## config.mk

```make
export PLATFORM = sky130hd
export DESIGN_NAME = hpl_ctrl
export DESIGN_NICKNAME = d
export VERILOG_FILES = /design/src/sv/hpl_pkg.sv /design/src/sv/hpl_ctrl.sv
export VERILOG_INCLUDE_DIRS = /design/src /design/src/sv
export SDC_FILE = /design/constraint.sdc
export NUM_CORES = 1
export LEC_CHECK = 0
export BUFFER_PORTS_ARGS = -buffer_cell sky130_fd_sc_hd__buf_2
export CAP_MARGIN = 40
export CORE_AREA = 2 2 55 57
export DETAILED_ROUTE_END_ITERATION = 8
export DIE_AREA = 0 0 57 59
export SETUP_SLACK_MARGIN = 0.2
export SYNTH_ARGS = -nofsm -noshare
export SYNTH_HDL_FRONTEND = slang
export SYNTH_SLANG_ARGS = --single-unit
```

## constraint.sdc

```tcl
create_clock -name clk -period 2.7 [get_ports clk]
set_input_delay 0.27 -clock clk [delete_from_list [all_inputs] [get_ports clk]]
set_output_delay 0.27 -clock clk [all_outputs]
set_load 0.02 [all_outputs]
```

## src/sv/assert_macros.svh

```systemverilog
// Assertion macros used by the controller RTL file
`ifndef ASSERT_MACROS_SVH
`define ASSERT_MACROS_SVH

// Condition holds on every clock edge out of reset
`define HPL_ASSERT_ALWAYS(label, cond, msg) \
    label: assert property (@(posedge clk) disable iff (!rst_n) (cond)) else $error(msg);

// Same-cycle implication
`define HPL_ASSERT_IMPL(label, ante, cons, msg) \
    label: assert property (@(posedge clk) disable iff (!rst_n) (ante) |-> (cons)) \
        else $error(msg);

// Next-cycle implication
`define HPL_ASSERT_NEXT(label, ante, cons, msg) \
    label: assert property (@(posedge clk) disable iff (!rst_n) (ante) |=> (cons)) \
        else $error(msg);

`endif

```

## src/sv/hpl_pkg.sv

```systemverilog
// Shared types, constants and tables of the haversine path length block
package hpl_pkg;

    localparam int CORDIC_STEPS = 30;
    localparam int SQRT_STEPS   = 31;
    localparam int DIV_STEPS    = 51;

    localparam logic [13:0] SPEED_RESET = 14'd500;

    localparam logic signed [34:0] TURN_UNITS = 35'sd3600000000;
    localparam logic signed [33:0] HALF_SCALE = 34'sd640511947;
    localparam logic signed [33:0] FULL_SCALE = 34'sd1281023894;
    localparam logic signed [33:0] DIST_SCALE = 34'sd2001508680;
    localparam logic signed [33:0] CORDIC_GAIN = 34'sd652032874;

    typedef enum logic [3:0] {
        OP_NONE,
        OP_CAPTURE,
        OP_WRAP,
        OP_BAM_MUL,
        OP_ROT_INIT,
        OP_CORDIC_STEP,
        OP_ROT_STORE,
        OP_PROD_MUL,
        OP_SQRT_INIT,
        OP_SQRT_STEP,
        OP_VEC_INIT,
        OP_SEG_MUL,
        OP_ACCUM,
        OP_DIV_INIT,
        OP_DIV_STEP,
        OP_FINISH
    } op_t;

    typedef struct packed {
        op_t        op;
        logic [5:0] idx;
        logic       vec;
    } cmd_t;

    typedef struct packed {
        logic have_prev;
        logic last;
        logic div_en;
    } sts_t;

    // atan(2^-i) in binary angle units, 2^32 per turn
    function automatic logic [29:0] atan_bam(input logic [4:0] i);
        logic [29:0] r;
        case (i)
            5'd0:  r = 30'd536870912;
            5'd1:  r = 30'd316933406;
            5'd2:  r = 30'd167458907;
            5'd3:  r = 30'd85004756;
            5'd4:  r = 30'd42667331;
            5'd5:  r = 30'd21354465;
            5'd6:  r = 30'd10679838;
            5'd7:  r = 30'd5340245;
            5'd8:  r = 30'd2670163;
            5'd9:  r = 30'd1335087;
            5'd10: r = 30'd667544;
            5'd11: r = 30'd333772;
            5'd12: r = 30'd166886;
            5'd13: r = 30'd83443;
            5'd14: r = 30'd41722;
            5'd15: r = 30'd20861;
            5'd16: r = 30'd10430;
            5'd17: r = 30'd5215;
            5'd18: r = 30'd2608;
            5'd19: r = 30'd1304;
            5'd20: r = 30'd652;
            5'd21: r = 30'd326;
            5'd22: r = 30'd163;
            5'd23: r = 30'd81;
            5'd24: r = 30'd41;
            5'd25: r = 30'd20;
            5'd26: r = 30'd10;
            5'd27: r = 30'd5;
            5'd28: r = 30'd3;
            5'd29: r = 30'd1;
            default: r = 30'd0;
        endcase
        return r;
    endfunction

endpackage

```

## src/sv/hpl_ctrl.sv

```systemverilog
// Controller: sequences one waypoint through the datapath
`include "assert_macros.svh"

module hpl_ctrl (
    input  logic          clk,
    input  logic          rst_n,
    input  logic          in_valid,
    output logic          in_ready,
    output logic          out_valid,
    input  logic          out_ready,
    input  hpl_pkg::sts_t sts,
    output hpl_pkg::cmd_t cmd
);

    typedef enum logic [3:0] {
        S_IDLE,
        S_WRAP,
        S_BAM,
        S_ROT_INIT,
        S_ROT,
        S_ROT_STORE,
        S_PROD,
        S_SQRT_INIT,
        S_SQRT,
        S_VEC_INIT,
        S_VEC,
        S_SEG,
        S_ACCUM,
        S_DIV_INIT,
        S_DIV,
        S_FIN
    } state_t;

    localparam logic [5:0] CORDIC_LAST = 6'(hpl_pkg::CORDIC_STEPS - 1);
    localparam logic [5:0] SQRT_LAST   = 6'(hpl_pkg::SQRT_STEPS - 1);
    localparam logic [5:0] DIV_LAST    = 6'(hpl_pkg::DIV_STEPS - 1);

    state_t     state_reg;
    logic [5:0] cnt_reg;
    logic [1:0] ang_reg;
    logic       out_valid_reg;
    logic       slot_free;
    logic       in_xfer;
    logic       fin_stall;
    logic       div_busy;
    logic       cordic_busy;

    assign in_ready  = (state_reg == S_IDLE);
    assign out_valid = out_valid_reg;
    assign slot_free = !out_valid_reg || out_ready;

    assign in_xfer     = in_valid && in_ready;
    assign fin_stall   = (state_reg == S_FIN) && out_valid_reg && !out_ready;
    assign div_busy    = (state_reg == S_DIV) || (state_reg == S_DIV_INIT);
    assign cordic_busy = (state_reg == S_ROT) || (state_reg == S_VEC);

    always_comb
    begin
        cmd.idx = cnt_reg;
        cmd.vec = (state_reg == S_VEC);
        case (state_reg)
            S_IDLE:      cmd.op = in_valid ? hpl_pkg::OP_CAPTURE : hpl_pkg::OP_NONE;
            S_WRAP:      cmd.op = hpl_pkg::OP_WRAP;
            S_BAM:       cmd.op = hpl_pkg::OP_BAM_MUL;
            S_ROT_INIT:  cmd.op = hpl_pkg::OP_ROT_INIT;
            S_ROT:       cmd.op = hpl_pkg::OP_CORDIC_STEP;
            S_ROT_STORE: cmd.op = hpl_pkg::OP_ROT_STORE;
            S_PROD:      cmd.op = hpl_pkg::OP_PROD_MUL;
            S_SQRT_INIT: cmd.op = hpl_pkg::OP_SQRT_INIT;
            S_SQRT:      cmd.op = hpl_pkg::OP_SQRT_STEP;
            S_VEC_INIT:  cmd.op = hpl_pkg::OP_VEC_INIT;
            S_VEC:       cmd.op = hpl_pkg::OP_CORDIC_STEP;
            S_SEG:       cmd.op = hpl_pkg::OP_SEG_MUL;
            S_ACCUM:     cmd.op = hpl_pkg::OP_ACCUM;
            S_DIV_INIT:  cmd.op = hpl_pkg::OP_DIV_INIT;
            S_DIV:       cmd.op = hpl_pkg::OP_DIV_STEP;
            S_FIN:       cmd.op = slot_free ? hpl_pkg::OP_FINISH : hpl_pkg::OP_NONE;
            default:     cmd.op = hpl_pkg::OP_NONE;
        endcase
        // angle select for rotation setup and store
        if (state_reg == S_ROT_INIT || state_reg == S_ROT_STORE)
            cmd.idx = {4'd0, ang_reg};
    end

    always_ff @(posedge clk or negedge rst_n)
    begin
        if (!rst_n)
        begin
            state_reg     <= S_IDLE;
            cnt_reg       <= '0;
            ang_reg       <= '0;
            out_valid_reg <= 1'b0;
        end
        else
        begin
            // new result wins over the transfer of the old one
            if (state_reg == S_FIN && slot_free)
                out_valid_reg <= 1'b1;
            else if (out_valid_reg && out_ready)
                out_valid_reg <= 1'b0;
            case (state_reg)
                S_IDLE:
                    if (in_valid)
                        state_reg <= S_WRAP;
                S_WRAP:
                begin
                    cnt_reg   <= '0;
                    state_reg <= sts.have_prev ? S_BAM : S_FIN;
                end
                S_BAM:
                begin
                    if (cnt_reg == 6'd3)
                    begin
                        ang_reg   <= '0;
                        state_reg <= S_ROT_INIT;
                    end
                    cnt_reg <= (cnt_reg == 6'd3) ? '0 : cnt_reg + 1'b1;
                end
                S_ROT_INIT:
                begin
                    cnt_reg   <= '0;
                    state_reg <= S_ROT;
                end
                S_ROT:
                begin
                    if (cnt_reg == CORDIC_LAST)
                        state_reg <= S_ROT_STORE;
                    cnt_reg <= cnt_reg + 1'b1;
                end
                S_ROT_STORE:
                begin
                    cnt_reg <= '0;
                    if (ang_reg == 2'd3)
                        state_reg <= S_PROD;
                    else
                    begin
                        ang_reg   <= ang_reg + 1'b1;
                        state_reg <= S_ROT_INIT;
                    end
                end
                S_PROD:
                begin
                    if (cnt_reg == 6'd3)
                        state_reg <= S_SQRT_INIT;
                    cnt_reg <= cnt_reg + 1'b1;
                end
                S_SQRT_INIT:
                begin
                    cnt_reg   <= '0;
                    state_reg <= S_SQRT;
                end
                S_SQRT:
                begin
                    if (cnt_reg == SQRT_LAST)
                        state_reg <= S_VEC_INIT;
                    cnt_reg <= cnt_reg + 1'b1;
                end
                S_VEC_INIT:
                begin
                    cnt_reg   <= '0;
                    state_reg <= S_VEC;
                end
                S_VEC:
                begin
                    if (cnt_reg == CORDIC_LAST)
                        state_reg <= S_SEG;
                    cnt_reg <= cnt_reg + 1'b1;
                end
                S_SEG:
                    state_reg <= S_ACCUM;
                S_ACCUM:
                    state_reg <= sts.div_en ? S_DIV_INIT : S_FIN;
                S_DIV_INIT:
                begin
                    cnt_reg   <= '0;
                    state_reg <= S_DIV;
                end
                S_DIV:
                begin
                    if (cnt_reg == DIV_LAST)
                        state_reg <= S_FIN;
                    cnt_reg <= cnt_reg + 1'b1;
                end
                S_FIN:
                    if (slot_free)
                        state_reg <= S_IDLE;
                default:
                    state_reg <= S_IDLE;
            endcase
        end
    end

    `HPL_ASSERT_NEXT(a_accept_starts, in_xfer, state_reg == S_WRAP, "accept did not start work")
    `HPL_ASSERT_NEXT(a_result_held, fin_stall, state_reg == S_FIN && out_valid_reg, "result lost")
    `HPL_ASSERT_IMPL(a_div_only_when_due, div_busy, sts.div_en, "divider run without closing point")
    `HPL_ASSERT_IMPL(a_cordic_count, cordic_busy, cnt_reg <= CORDIC_LAST, "CORDIC step overrun")

endmodule
```

==> results.md, run 1 <==
- Clock tree synthesis selected as its root buffer the cell sky130_fd_sc_hd__clkbuf_4.
- The fraction of final layout cells sized beyond drive strength 1 is 25.0%.
- The leading register cell type out of synthesis is sky130_fd_sc_hd__dfrtp_1.
- The analysis attributes to cell leakage a power of 0.492 nW.
- The count of flip-flops with a built-in enable after synthesis is 0.
- The worst ir drop on vdd is 0.187 mV.
- After routing, the total negative slack on setup checks comes to 0 ns.
- Summed over all layers, the global routing overflow is 0.
- The number of cells traversed by the worst hold path is 3.
- The detailed-route vias per instance is 5.62.
- The synthesized instance count is 133.
- Sorting the synthesized cells by area gives the leading types as sky130_fd_sc_hd__dfrtp_1, sky130_fd_sc_hd__nor2_1, sky130_fd_sc_hd__a21oi_1.
- The register with the most flip-flops in the layout has 6 of them.
- The region available for standard cell placement spans 2710 um2.
- The max-capacitance violation count is 0.
- The async set-reset flop share out of synthesis is 100%.
- The origin of the critical flop-to-flop path is state_reg[2].
- After clock tree synthesis, the clock-pin slew on the worst setup and hold paths is 0.09 ns.
- Summed over all instances, the cell type with the most area after synthesis is sky130_fd_sc_hd__dfrtp_1.
- The clock latency reported for the late side of the worst-skew pair is 0.29 ns.
- The starting DRC count in detailed routing is 19.
- The minimum clock period is 2.37 ns.
- Setup repair after global routing left no endpoint under its margin.
- The worst register-to-register path ends at state_reg[2].
- Counting cells, the worst reg-to-reg path comes to 5.
- The routed design has 2610 um of wire.
- The total inserted antenna cells is 0.
- The hold path startpoint is out_ready.
- The number of pins exceeding their max-slew limit in the final report is 0.
- Before CTS, the worst setup slack after placement is 0.552 ns.
- The flow ran to the end, and the final reports show no timing, DRC or antenna violations.
- In this run the horizontal extent of the chip is 57 um.
- The synthesized area is 1100 um2.
- The critical path startpoint category is a flop.
- During I/O placement, the number of pins put on the boundary was 20.
- STA puts the critical path data required time at 2.43 ns.
- Relative to the synthesized area, the layout overhead comes to 12.1%.
- The worst relative slew slack is 53.4%.
- Synthesis inferred 13 register bits.
- The remaining design rule violation count is 0.
- The final setup violation count is 0.
- The count of synthesis-stage warnings from yosys is 0.
- The die covers 3360 um2.
- Each instance of the synthesized netlist takes up on average 8.31 um2.
- The clock skew after layout is 0.00674 ns.
- The clock tree from TritonCTS is yes.
- The net count after synthesis is 144.
- The sequential share of the synthesized area is 29.4%.
- The final hold violation count is 0.
- The total of buffers placed on input and output ports is 18.
- The initial antenna violation count is 0.
- STA classifies the critical path endpoint as a primary output.
- The depth of the CTS H-tree is 1.
- At the end of routability-driven placement, the weighted congestion stood at 0.751.
- The detailed placement HPWL is 1930 um.
- The tightest min-delay check is of the input pin to flop type.
- Entering global routing, the biggest net connects 27 pins.
- The global-route wire length before repair is 4610 um.
- The starting density of the core is 40.8%.
- In this run the biggest area consumer among cell types represents 29.4% of the synthesized area.
- The final worst slack is 0.334 ns.
- The largest fanout of any net on the critical path is 22.
- The number of buffers created by CTS is 3.
- The floorplan step set the die height to 59 um.
- The worst hold path terminates at out_valid.
- The highest achievable clock rate is 423 MHz.
- The floorplan row count is 19.
- The first-pass detailed-route iteration total is 4.
- Global routing consumed, over all layers together, 17.4% of the routing resources.
- At the pin with the least slew margin, the transition time is 0.699 ns.
- Across all register-to-register paths, the minimum setup slack is 0.61 ns.
- Across all layers, the routed design uses 1006 vias.
- The share of the clock period used by the worst path is 87.6%.
- Power spread over the standard cell area amounts to 268 nW/um2.
- Data arrives at the worst endpoint at 2.10 ns.
- By count the netlist is led by sky130_fd_sc_hd__nor2_1, sky130_fd_sc_hd__dfrtp_1, sky130_fd_sc_hd__a21oi_1, sky130_fd_sc_hd__nand2_1, sky130_fd_sc_hd__o21ai_0.
- The clock passes through at most 2 buffers.
- The count of different cell masters after synthesis is 45.
- In this run the remaining antenna-violating nets after routing total 0.
- In the post-synthesis netlist, the cell with the most instances is sky130_fd_sc_hd__nor2_1.
- The number of setup buffers added after CTS is 0.
- By startpoint and endpoint, the worst setup path is classified as flop to primary output.
- The number of nets in the layout is 160.
- In the final routed layout, each cell accounts on average for 14.6 um.
- After layout, the design draws a total of 0.332 mW.
- The number of global-route vias before repair is 977.
- The sink count of the clock tree is 13.
cells by family (layout without fill, tap and decap cells):
group           count (synthesis)  count (layout)  share of synthesized area (%)
fa+ha+maj                       4               4                           4.53
xor+xnor                        6               6                           5.44
buf+inv                        16              31                           6.46
compound gates                 35              35                           22.5
mux                             5               5                           5.10
flops                          13              13                           29.4
simple gates                   54              54                           26.5
routing by layer:
layer	vias up	wire (um)	share of wire, %	GRT usage (%)
met1	476	1200	46	23.7
met5	-	0	0	0
li1	508	-	-	-
met4	0	31	1.2	3.99
met2	18	1290	49	29.6
met3	4	83	3.2	2.18
cells in the final DEF (no fill, tap or decap), types with 4 or more instances in the layout:
cell / count
sky130_fd_sc_hd__o21ai_0: 8
sky130_fd_sc_hd__nand3_1: 4
sky130_fd_sc_hd__nor2_1: 15
sky130_fd_sc_hd__nand2_1: 10
sky130_fd_sc_hd__a21oi_1: 10
sky130_fd_sc_hd__nand2b_1: 4
sky130_fd_sc_hd__inv_1: 6
sky130_fd_sc_hd__buf_2: 18
sky130_fd_sc_hd__or3_1: 4
sky130_fd_sc_hd__nand4_1: 4
sky130_fd_sc_hd__ha_1: 4
sky130_fd_sc_hd__dfrtp_1: 12
report_power, final:
| group | internal, mW | switching [mW] | leakage, nW |
|---|---|---|---|
| sequential | 0.195 | 0.0000000000000000600 | 0.160 |
| combinational | 0.00450 | 0.00638 | 0.314 |
| clock | 0.0550 | 0.0721 | 0.0177 |
critical path, cell delays in order (launching register included):
cell	delay (ns)
sky130_fd_sc_hd__dfrtp_1	0.80
sky130_fd_sc_hd__xnor2_1	0.11
sky130_fd_sc_hd__or3_1	0.44
sky130_fd_sc_hd__mux2_2	0.31
sky130_fd_sc_hd__buf_2	0.16
worst max path at each step:
stage,start,to,slack (ns),cells past startpoint
2_1_floorplan,state_reg[3],state_reg[2],0.76,5
3_3_place_gp,state_reg[1],cmd[1],0.60,4
3_5_place_dp,state_reg[1],cmd[1],0.55,4
4_1_cts,state_reg[1],cmd[1],0.23,4
5_1_grt,state_reg[2],cmd[1],0.20,4
6_report,state_reg[2],cmd[1],0.33,4
through the flow:
step	hold WS (ns)	util (%)	std cells	cell area, um2
final	0.293	45.7	179	1240
after global routing	0.322	45.7	179	1240
after CTS	0.292	45.7	179	1240
after detailed placement	0.189	44.3	174	1200
after global placement	0.184	44.3	174	1200
after floorplan	-0.0256	-	133	1100
layout make-up:
type	instances	area, um2
inverter	6	22.5
clock buffer	3	22.5
timing repair buffer	21	115
fill	283	1470
tap	31	38.8
clock inverter	1	5.00
sequential	13	327
multi-input combinational	104	708
repair_timing:
item	CTS	global route
hold buffers	1	0
gates resized for setup	0	1
hold endpoints to repair	13	0
endpoints found under the setup margin	0	6
Note: power is estimated with default switching activity, not from simulation.
==> run 2, diff against run 1 <==
--- a/config.mk
+++ b/config.mk
@@ -8,9 +8,10 @@
 export LEC_CHECK = 0
 export BUFFER_PORTS_ARGS = -buffer_cell sky130_fd_sc_hd__buf_2
 export CAP_MARGIN = 40
-export CORE_AREA = 2 2 55 57
+export CORE_AREA = 2 2 50 52
 export DETAILED_ROUTE_END_ITERATION = 8
-export DIE_AREA = 0 0 57 59
+export DIE_AREA = 0 0 52 54
+export PLACE_DENSITY = 0.71
 export SETUP_SLACK_MARGIN = 0.2
 export SYNTH_ARGS = -nofsm -noshare
 export SYNTH_HDL_FRONTEND = slang
==> run 2 against run 1 <==
  * Via count up 2.7%
  * Clock skew shrank 0.0055 ns
  * First-iteration DRC count rose by 89%
  * Register-to-register slack worse by 0.05 ns
  * Largest cell class unchanged
  * Highest routed layer unchanged
==> results.md, run 2 (same netlist as run 1, synthesis figures left out) <==
- The highest achievable clock rate is 425 MHz (+0.55%).
- The clock skew after layout is 0.00120 ns (-0.00554 ns).
- The cell sitting at the root of the clock tree is a sky130_fd_sc_hd__clkbuf_4.
- The number of nets in the layout is 160 (unchanged).
- Setup repair after global routing left no endpoint under its margin.
- The worst path arrival time is 2.08 ns (-0.02 ns).
- The depth of the CTS H-tree is 1 (unchanged).
- The top-level port count was 20 (unchanged).
- The leakage power figure is 0.491 nW (-0.21%).
- The remaining global-route overflow is 0 (unchanged).
- STA classifies the critical path startpoint as a flop.
- The starting DRC count in detailed routing is 36 (+17).
- The total of buffers placed on input and output ports is 18 (unchanged).
- The post-route core utilization came to 53.2% (+7.5 points).
- The reg-to-reg setup timing slack came to 0.56 ns (-0.05 ns).
- The worst relative slew slack is 50.7% (-2.8 points).
- The detailed placement HPWL came to 1950 um (+1.1%).
- The initial antenna violation count is 0 (unchanged).
- The net switching power of the design is 0.0722 mW (-8.0%).
- The height of the chip is 54 um (-8.5%).
- The number of vias in the routed layout is 1033 (+2.7%).
- The clock latency reported for the late side of the worst-skew pair is 0.27 ns (-0.02 ns).
- The width of the chip came to 52 um (-8.8%).
- The part of the power in the clock network is 37.5% (-0.7 points).
- The power per unit of standard cell area came to 266 nW/um2 (-0.93%).
- The share of power burned in combinational logic is 3.3% (about the same).
- The remaining design rule violation count was 0 (unchanged).
- STA classifies the critical path endpoint as a primary output.
- The first-pass detailed-route iteration total came to 5 (+1).
- The worst ir drop on vdd is 0.135 mV (-28%).
- The minimum clock period was 2.35 ns (-0.0130 ns).
- The flow ran to the end, and the final reports show no timing, DRC or antenna violations.
- The largest fanout of any net on the critical path is 22 (unchanged).
- The final hold violation count is 0 (unchanged).
- The starting density of the core is 47.6% (+6.9 points).
- The final setup violation count is 0 (unchanged).
- The synthesis-to-finish area growth is 11.8%.
- The switching power as a share of total power is 22.0% (-1.6 points).
- The number of global-route vias before repair is 932 (-4.6%).
- The total inserted antenna cells is 0 (unchanged).
- The number of buffers created by CTS is 3 (unchanged).
- The die area is 2810 um2 (-17%).
- The library cell used most frequently in the layout, excluding fill and tap cells, is sky130_fd_sc_hd__buf_2.
- The pin count of the biggest net entering global routing is 25 (-7.4%).
- The worst-case clock buffer depth is 2 (unchanged).
- The detailed-route vias per instance is 5.80 (+3.3%).
- The actual slew at the worst max-slew pin is 0.740 ns (+0.0413 ns).
- The share of the clock period used by the worst path is 87.1% (-0.48 points).
- The global-route wire length before repair is 4330 um (-6.0%).
- The floorplan row count is 18 (-1).
- The remaining number of nets flagged by the antenna check after routing came to 0 (unchanged).
- The wire length reported by the detailed router is 2590 um (-0.61%).
- The type of the setup path with the least slack is flop to primary output.
- The data required time of the worst path was 2.43 ns (about the same).
- TritonCTS built the clock tree.
- The average detailed-routed wire length per instance is 14.6 um (about the same).
- The placeable core area was 2320 um2 (-14%).
- The type of the tightest min-delay check is input pin to flop.
- The clock-pin slew of the registers on the worst-case setup and hold paths came to 0.08 ns (about the same).
- The sum of negative setup slack is 0 ns (unchanged).
- The placer congestion estimate is 0.891 (+19%).
- The fraction of final layout cells sized beyond drive strength 1 is 23.6% (-1.4 points).
- The share of total power in sequential cells is 59.2% (+0.7 points).
- The post-cts repair resize count came to 0 (unchanged).
- The max-capacitance violation count is 0 (unchanged).
- The number of pins exceeding their max-slew limit in the final report came to 0 (unchanged).
- The internal power component is 0.256 mW (+0.86%).
- The aggregate global-route resource usage is 20.9% (+3.5 points).
- The number of flip-flops in the largest register is 6 (unchanged).
- The sink count of the clock tree came to 13 (unchanged).
- Leaving out fill and tap cells, the most frequent cells in the layout are sky130_fd_sc_hd__buf_2, sky130_fd_sc_hd__nor2_1, sky130_fd_sc_hd__dfrtp_1.
-- run 2: cell count changes in the layout (fill, tap and decap cells not counted), sizes merged --
cell / delta
clkinv: -1
clkbuf: +1
-- run 2: what timing repair did --
item,in CTS,in global routing
endpoints found under the hold margin,13,0
buffers inserted,0,0
hold buffers,1,0
-- run 2: critical path, cell delays in order, from the launching register on --
cell,delay [ns]
sky130_fd_sc_hd__dfrtp_1,0.81
sky130_fd_sc_hd__xnor2_1,0.10
sky130_fd_sc_hd__or3_1,0.43
sky130_fd_sc_hd__mux2_2,0.30
sky130_fd_sc_hd__buf_2,0.16
-- run 2: power by group through the flow --
stage,Clock [mW],Combinational (mW),Sequential (mW)
2_1_floorplan,0,0.00178,0.198
3_3_place_gp,0,0.00945,0.198
3_5_place_dp,0,0.0101,0.198
4_1_cts,0.128,0.0112,0.194
5_1_grt,0.138,0.0125,0.195
6_report,0.123,0.0107,0.194
-- run 2: metal layers --
layer	share of wire (%)	wire length, um	vias to the layer above	GRT usage [%]
met5	0	0	-	0
met4	2.0	53	0	9.65
met3	5.0	130	6	2.78
met2	51	1310	35	37.1
met1	42	1090	484	24.9
li1	-	-	508	-
-- run 2: layout make-up --
type | count | area (um2)
fill | 237 | 1080
multi-input combinational | 104 | 708
sequential | 13 | 325
timing repair buffer | 21 | 115
tap | 30 | 37.5
clock buffer | 4 | 26.3
inverter | 6 | 22.5
-- run 2: through the flow --
stage | cell area, um2 | setup slack, ns | power (mW) | std cells | hold WS, ns
global placement | 1200 | 0.631 | 0.208 | 173 | 0.171
detailed placement | 1200 | 0.586 | 0.209 | 173 | 0.182
floorplan | 1100 | 0.762 | 0.200 | 133 | -0.0256
finish | 1230 | 0.347 | 0.328 | 178 | 0.297
global route | 1230 | 0.245 | 0.345 | 178 | 0.334
CTS | 1230 | 0.340 | 0.334 | 178 | 0.298
-- run 2: path summary, 6_finish.rpt --
kind                              start      endpoint  depth (start not counted)
setup / recovery           state_reg[2]        cmd[1]                          4
hold / removal                out_ready     out_valid                          3
setup reg to reg           state_reg[3]  state_reg[2]                          5
hold reg to reg              ang_reg[0]    ang_reg[0]                          1
max in group asynchronous         rst_n    cnt_reg[4]                          2
min in group asynchronous         rst_n    cnt_reg[3]                          2
==> run 3, diff against run 2 <==
--- a/config.mk
+++ b/config.mk
@@ -6,12 +6,13 @@
 export SDC_FILE = /design/constraint.sdc
 export NUM_CORES = 1
 export LEC_CHECK = 0
+export ABC_AREA = 1
 export BUFFER_PORTS_ARGS = -buffer_cell sky130_fd_sc_hd__buf_2
 export CAP_MARGIN = 40
 export CORE_AREA = 2 2 50 52
 export DETAILED_ROUTE_END_ITERATION = 8
 export DIE_AREA = 0 0 52 54
-export PLACE_DENSITY = 0.71
+export PLACE_DENSITY = 0.73
 export SETUP_SLACK_MARGIN = 0.2
 export SYNTH_ARGS = -nofsm -noshare
 export SYNTH_HDL_FRONTEND = slang
==> run 3 against run 2 <==
  * Clock skew barely moved
  * Register-to-register slack improved by 0.56 ns
  * Global-route usage rose by 1.6 points
  * Via count rose by 23%
  * Area after synthesis rose by 3.4%
  * Total power rose to 4.9 times the previous value
  * Combinational power rose to 100 times the previous value
  * Die area did not move
  * Clock power barely moved
  * Critical path type unchanged
  * Critical endpoint is now cmd[2]
  * Largest cell class unchanged
==> results.md, run 3 <==
- The cell with the most instances after synthesis is sky130_fd_sc_hd__nand2_1.
- The critical path startpoint category is a flop.
- The width of the chip came to 52 um (unchanged).
- The post-synthesis share of cell area spent on xor and xnor gates is 0.767% (-4.7 points).
- The net count after synthesis is 201 (+40%).
- The share of total power in sequential cells was 22.9% (-36 points).
- The number of filler instances in the final layout is 231 (-2.5%).
- The share of power burned in combinational logic is 69.3% (+66 points).
- The number of nets in the layout was 223 (+39%).
- The number of buffers created by CTS is 3 (unchanged).
- The beginning of the critical path is state_reg[3].
- The placer congestion estimate is 0.870 (-2.4%).
- The async set-reset flop share out of synthesis was 100% (unchanged).
- The total of buffers placed on input and output ports is 18 (unchanged).
- The clock latency reported for the late side of the worst-skew pair is 0.28 ns (about the same).
- The sum of negative setup slack came to 0 ns (unchanged).
- The minimum clock period is 2.11 ns (-0.241 ns).
- Sorting the synthesized cells by how often they occur yields sky130_fd_sc_hd__nand2_1, sky130_fd_sc_hd__nor2_1, sky130_fd_sc_hd__inv_1.
- The startpoint identified for the worst register-to-register timing path is state_reg[3].
- The detailed-route vias per instance is 5.26 (-9.3%).
- The top-area cell type share of the netlist area is 28.5% (-0.97 points).
- The share of the clock period used by the worst path came to 78.2% (-8.9 points).
- The post-route core utilization is 55.7% (+2.4 points).
- The clock-pin slew of the registers on the worst-case setup and hold paths is 0.08 ns (about the same).
- The depth of the CTS H-tree came to 1 (unchanged).
- In this run the worst hold path is classified as input pin to flop.
- In this run the critical register-to-register path is captured at ang_reg[1].
- The area fraction in and, or, nand and nor cells after synthesis was 42.4% (+16 points).
- Leaving out fill and tap cells, the most frequent cell in the layout is sky130_fd_sc_hd__nand2_1.
- The worst-case clock buffer depth is 2 (unchanged).
- Setup repair after global routing left no endpoint under its margin.
- The post-cts repair resize count is 0 (unchanged).
- The clock skew after layout is 0.00102 ns (-0.000175 ns).
- The part of the power in the clock network is 7.8% (-30 points).
- The number of global-route vias before repair was 1136 (+22%).
- The type of the setup path with the least slack is flop to primary output.
- The worst relative slew slack is 68.3% (+18 points).
- The mean post-synth cell area is 6.01 um2 (-28%).
- In the synthesized netlist the dominant register cell turns out to be sky130_fd_sc_hd__dfrtp_1.
- The placeable core area is 2320 um2 (unchanged).
- The switching power as a share of total power is 57.3% (+35 points).
- The wire length reported by the detailed router is 2760 um (+6.6%).
- The starting DRC count in detailed routing is 71 (+97%).
- The library cells used most frequently in the layout, excluding fill and tap cells, are sky130_fd_sc_hd__nand2_1, sky130_fd_sc_hd__nor2_1, sky130_fd_sc_hd__inv_1.
- The synthesized instance count was 190 (+43%).
- TritonCTS built the clock tree.
- The floorplan row count came to 18 (unchanged).
- The fraction of the mapped netlist area in adder cells is 4.38% (-0.15 points).
- The global-route wire length before repair came to 4610 um (+6.4%).
- The sink count of the clock tree is 13 (unchanged).
- The compound-gate portion of the synthesized area was 11.5% (-11 points).
- The aggregate global-route resource usage is 22.5% (+1.6 points).
- In this run the most critical hold path is launched from out_ready.
- The total inserted antenna cells is 0 (unchanged).
- The remaining global-route overflow was 0 (unchanged).
- The highest achievable clock rate is 473 MHz (+11%).
- The count of different cell masters after synthesis is 25 (-44%).
- The most critical setup path has its endpoint at cmd[2].
- The worst ir drop on vdd came to 0.790 mV (+490%).
- The remaining number of nets flagged by the antenna check after routing was 0 (unchanged).
- The top-level port count was 20 (unchanged).
- The height of the chip is 54 um (unchanged).
- The fraction of final layout cells sized beyond drive strength 1 is 13.7% (-9.9 points).
- The die area came to 2810 um2 (unchanged).
- The worst path arrival time was 1.84 ns (-0.24 ns).
- The actual slew at the worst max-slew pin is 0.476 ns (-0.265 ns).
- The leakage power figure is 0.752 nW (+53%).
- The run finished with clean final reports.
- The multiplexer share of the synthesized area is 0.876% (-4.2 points).
- The max-capacitance violation count is 0 (unchanged).
- The average detailed-routed wire length per instance is 11.5 um (-21%).
- The initial antenna violation count is 0 (unchanged).
- The sequential share of the synthesized area was 28.5% (-0.97 points).
- The dominant combinational cell family by area after synthesis is simple AND/OR/NAND/NOR gates.
- The count of flip-flops with a built-in enable after synthesis is 0 (unchanged).
- The starting density of the core was 49.2% (+1.6 points).
- The number of flip-flops in the largest register came to 6 (unchanged).
- The net switching power of the design is 0.914 mW (+1200%).
- The reg-to-reg setup timing slack is 1.12 ns (+0.56 ns).
- The final setup violation count came to 0 (unchanged).
- The number of vias in the routed layout was 1268 (+23%).
- The number of cells on the worst reg-to-reg path was 7 (+2).
- The root buffer cell is sky130_fd_sc_hd__clkbuf_4.
- The largest fanout of any net on the critical path was 9 (-59%).
- The final hold violation count is 0 (unchanged).
- The number of pins exceeding their max-slew limit in the final report was 0 (unchanged).
- From synthesis to final layout, the design area changed by 13.0%.
- The synthesized design spends more area on one cell type than any other, namely sky130_fd_sc_hd__dfrtp_1.
- The count of synthesis-stage warnings from yosys is 0 (unchanged).
- The remaining design rule violation count is 0 (unchanged).
- The total power was 1.59 mW (+390%).
- The type of destination of the critical path is a primary output.
- In the post-synthesis netlist, the biggest area contributors are sky130_fd_sc_hd__dfrtp_1, sky130_fd_sc_hd__nand2_1, sky130_fd_sc_hd__nor2_1.
- The synthesized area is 1140 um2 (+3.4%).
- The data required time of the worst path is 2.43 ns (about the same).
- The internal power component is 0.680 mW (+170%).
- The first-pass detailed-route iteration total is 4 (-1).
- The detailed placement HPWL came to 2170 um (+11%).
- The power per unit of standard cell area is 1230 nW/um2 (+360%).
- The worst hold margin came to 0.254 ns (-0.0430 ns).
- The pin count of the biggest net entering global routing is 14 (-44%).
- The number of storage elements in the synthesis netlist came to 13 (unchanged).
==> run 3: layout make-up <==
type / instances / area (um2) / area share [%]
clock inverter: 1 / 5.00 / 0.388
tap: 30 / 37.5 / 2.91
timing repair buffer: 19 / 100 / 7.75
sequential: 13 / 325 / 25.2
multi-input combinational: 144 / 684 / 53.0
inverter: 31 / 116 / 9.01
clock buffer: 3 / 22.5 / 1.74
==> run 3: kinds of logic after synthesis <==
group | after synthesis
AND/OR/NAND/NOR | 116
buffers and inverters | 33
AO/OA/AOI/OAI | 22
flip-flops | 13
adder cells (fa/ha/maj) | 4
XOR/XNOR | 1
multiplexers | 1
==> run 3: power groups by stage <==
stage                     clock, mW  combinational (mW)  sequential, mW
after detailed placement          0                1.09           0.366
after floorplan                   0               0.880           0.335
after global placement            0                1.08           0.362
final                         0.125                1.11           0.364
after CTS                     0.132                1.10           0.362
after global routing          0.145                1.25           0.379
==> run 3: what timing repair did <==
action | CTS | global route
endpoints found under the setup margin | 0 | 0
hold buffers | 1 | 0
buffers inserted | 0 | 0
endpoints found under the hold margin | 13 | 0
==> run 3: per-stage QoR <==
step | setup WS (ns) | cells | cell area, um2
after floorplan | 1.14 | 190 | 1140
after global placement | 0.961 | 236 | 1250
after detailed placement | 0.937 | 236 | 1250
after CTS | 0.610 | 241 | 1290
after global routing | 0.450 | 241 | 1290
final | 0.588 | 241 | 1290
==> run 3: how the worst min path moves through the flow <==
stage | slack (ns) | depth (start not counted) | end
2_1_floorplan | -0.03 | 0 | ang_reg[0]
3_3_place_gp | 0.17 | 1 | cnt_reg[4]
3_5_place_dp | 0.18 | 1 | cnt_reg[4]
4_1_cts | 0.25 | 4 | out_valid
5_1_grt | 0.28 | 4 | state_reg[1]
6_report | 0.25 | 4 | out_valid
==> run 3: layer usage <==
metal  track usage [%]  routed length (um)
met4              11.0                  58
met1              26.6                1220
met3              6.67                 166
met5                 0                   0
met2              37.1                1320
==> run 3: worst max-delay path, cell delays in order (launching register included) <==
cell and delay [ns]:
sky130_fd_sc_hd__dfrtp_1 0.46, sky130_fd_sc_hd__inv_1 0.16, sky130_fd_sc_hd__nand2_1 0.17, sky130_fd_sc_hd__o22ai_2 0.40, sky130_fd_sc_hd__nand2_1 0.09, sky130_fd_sc_hd__o21ai_0 0.09
sky130_fd_sc_hd__buf_2 0.19
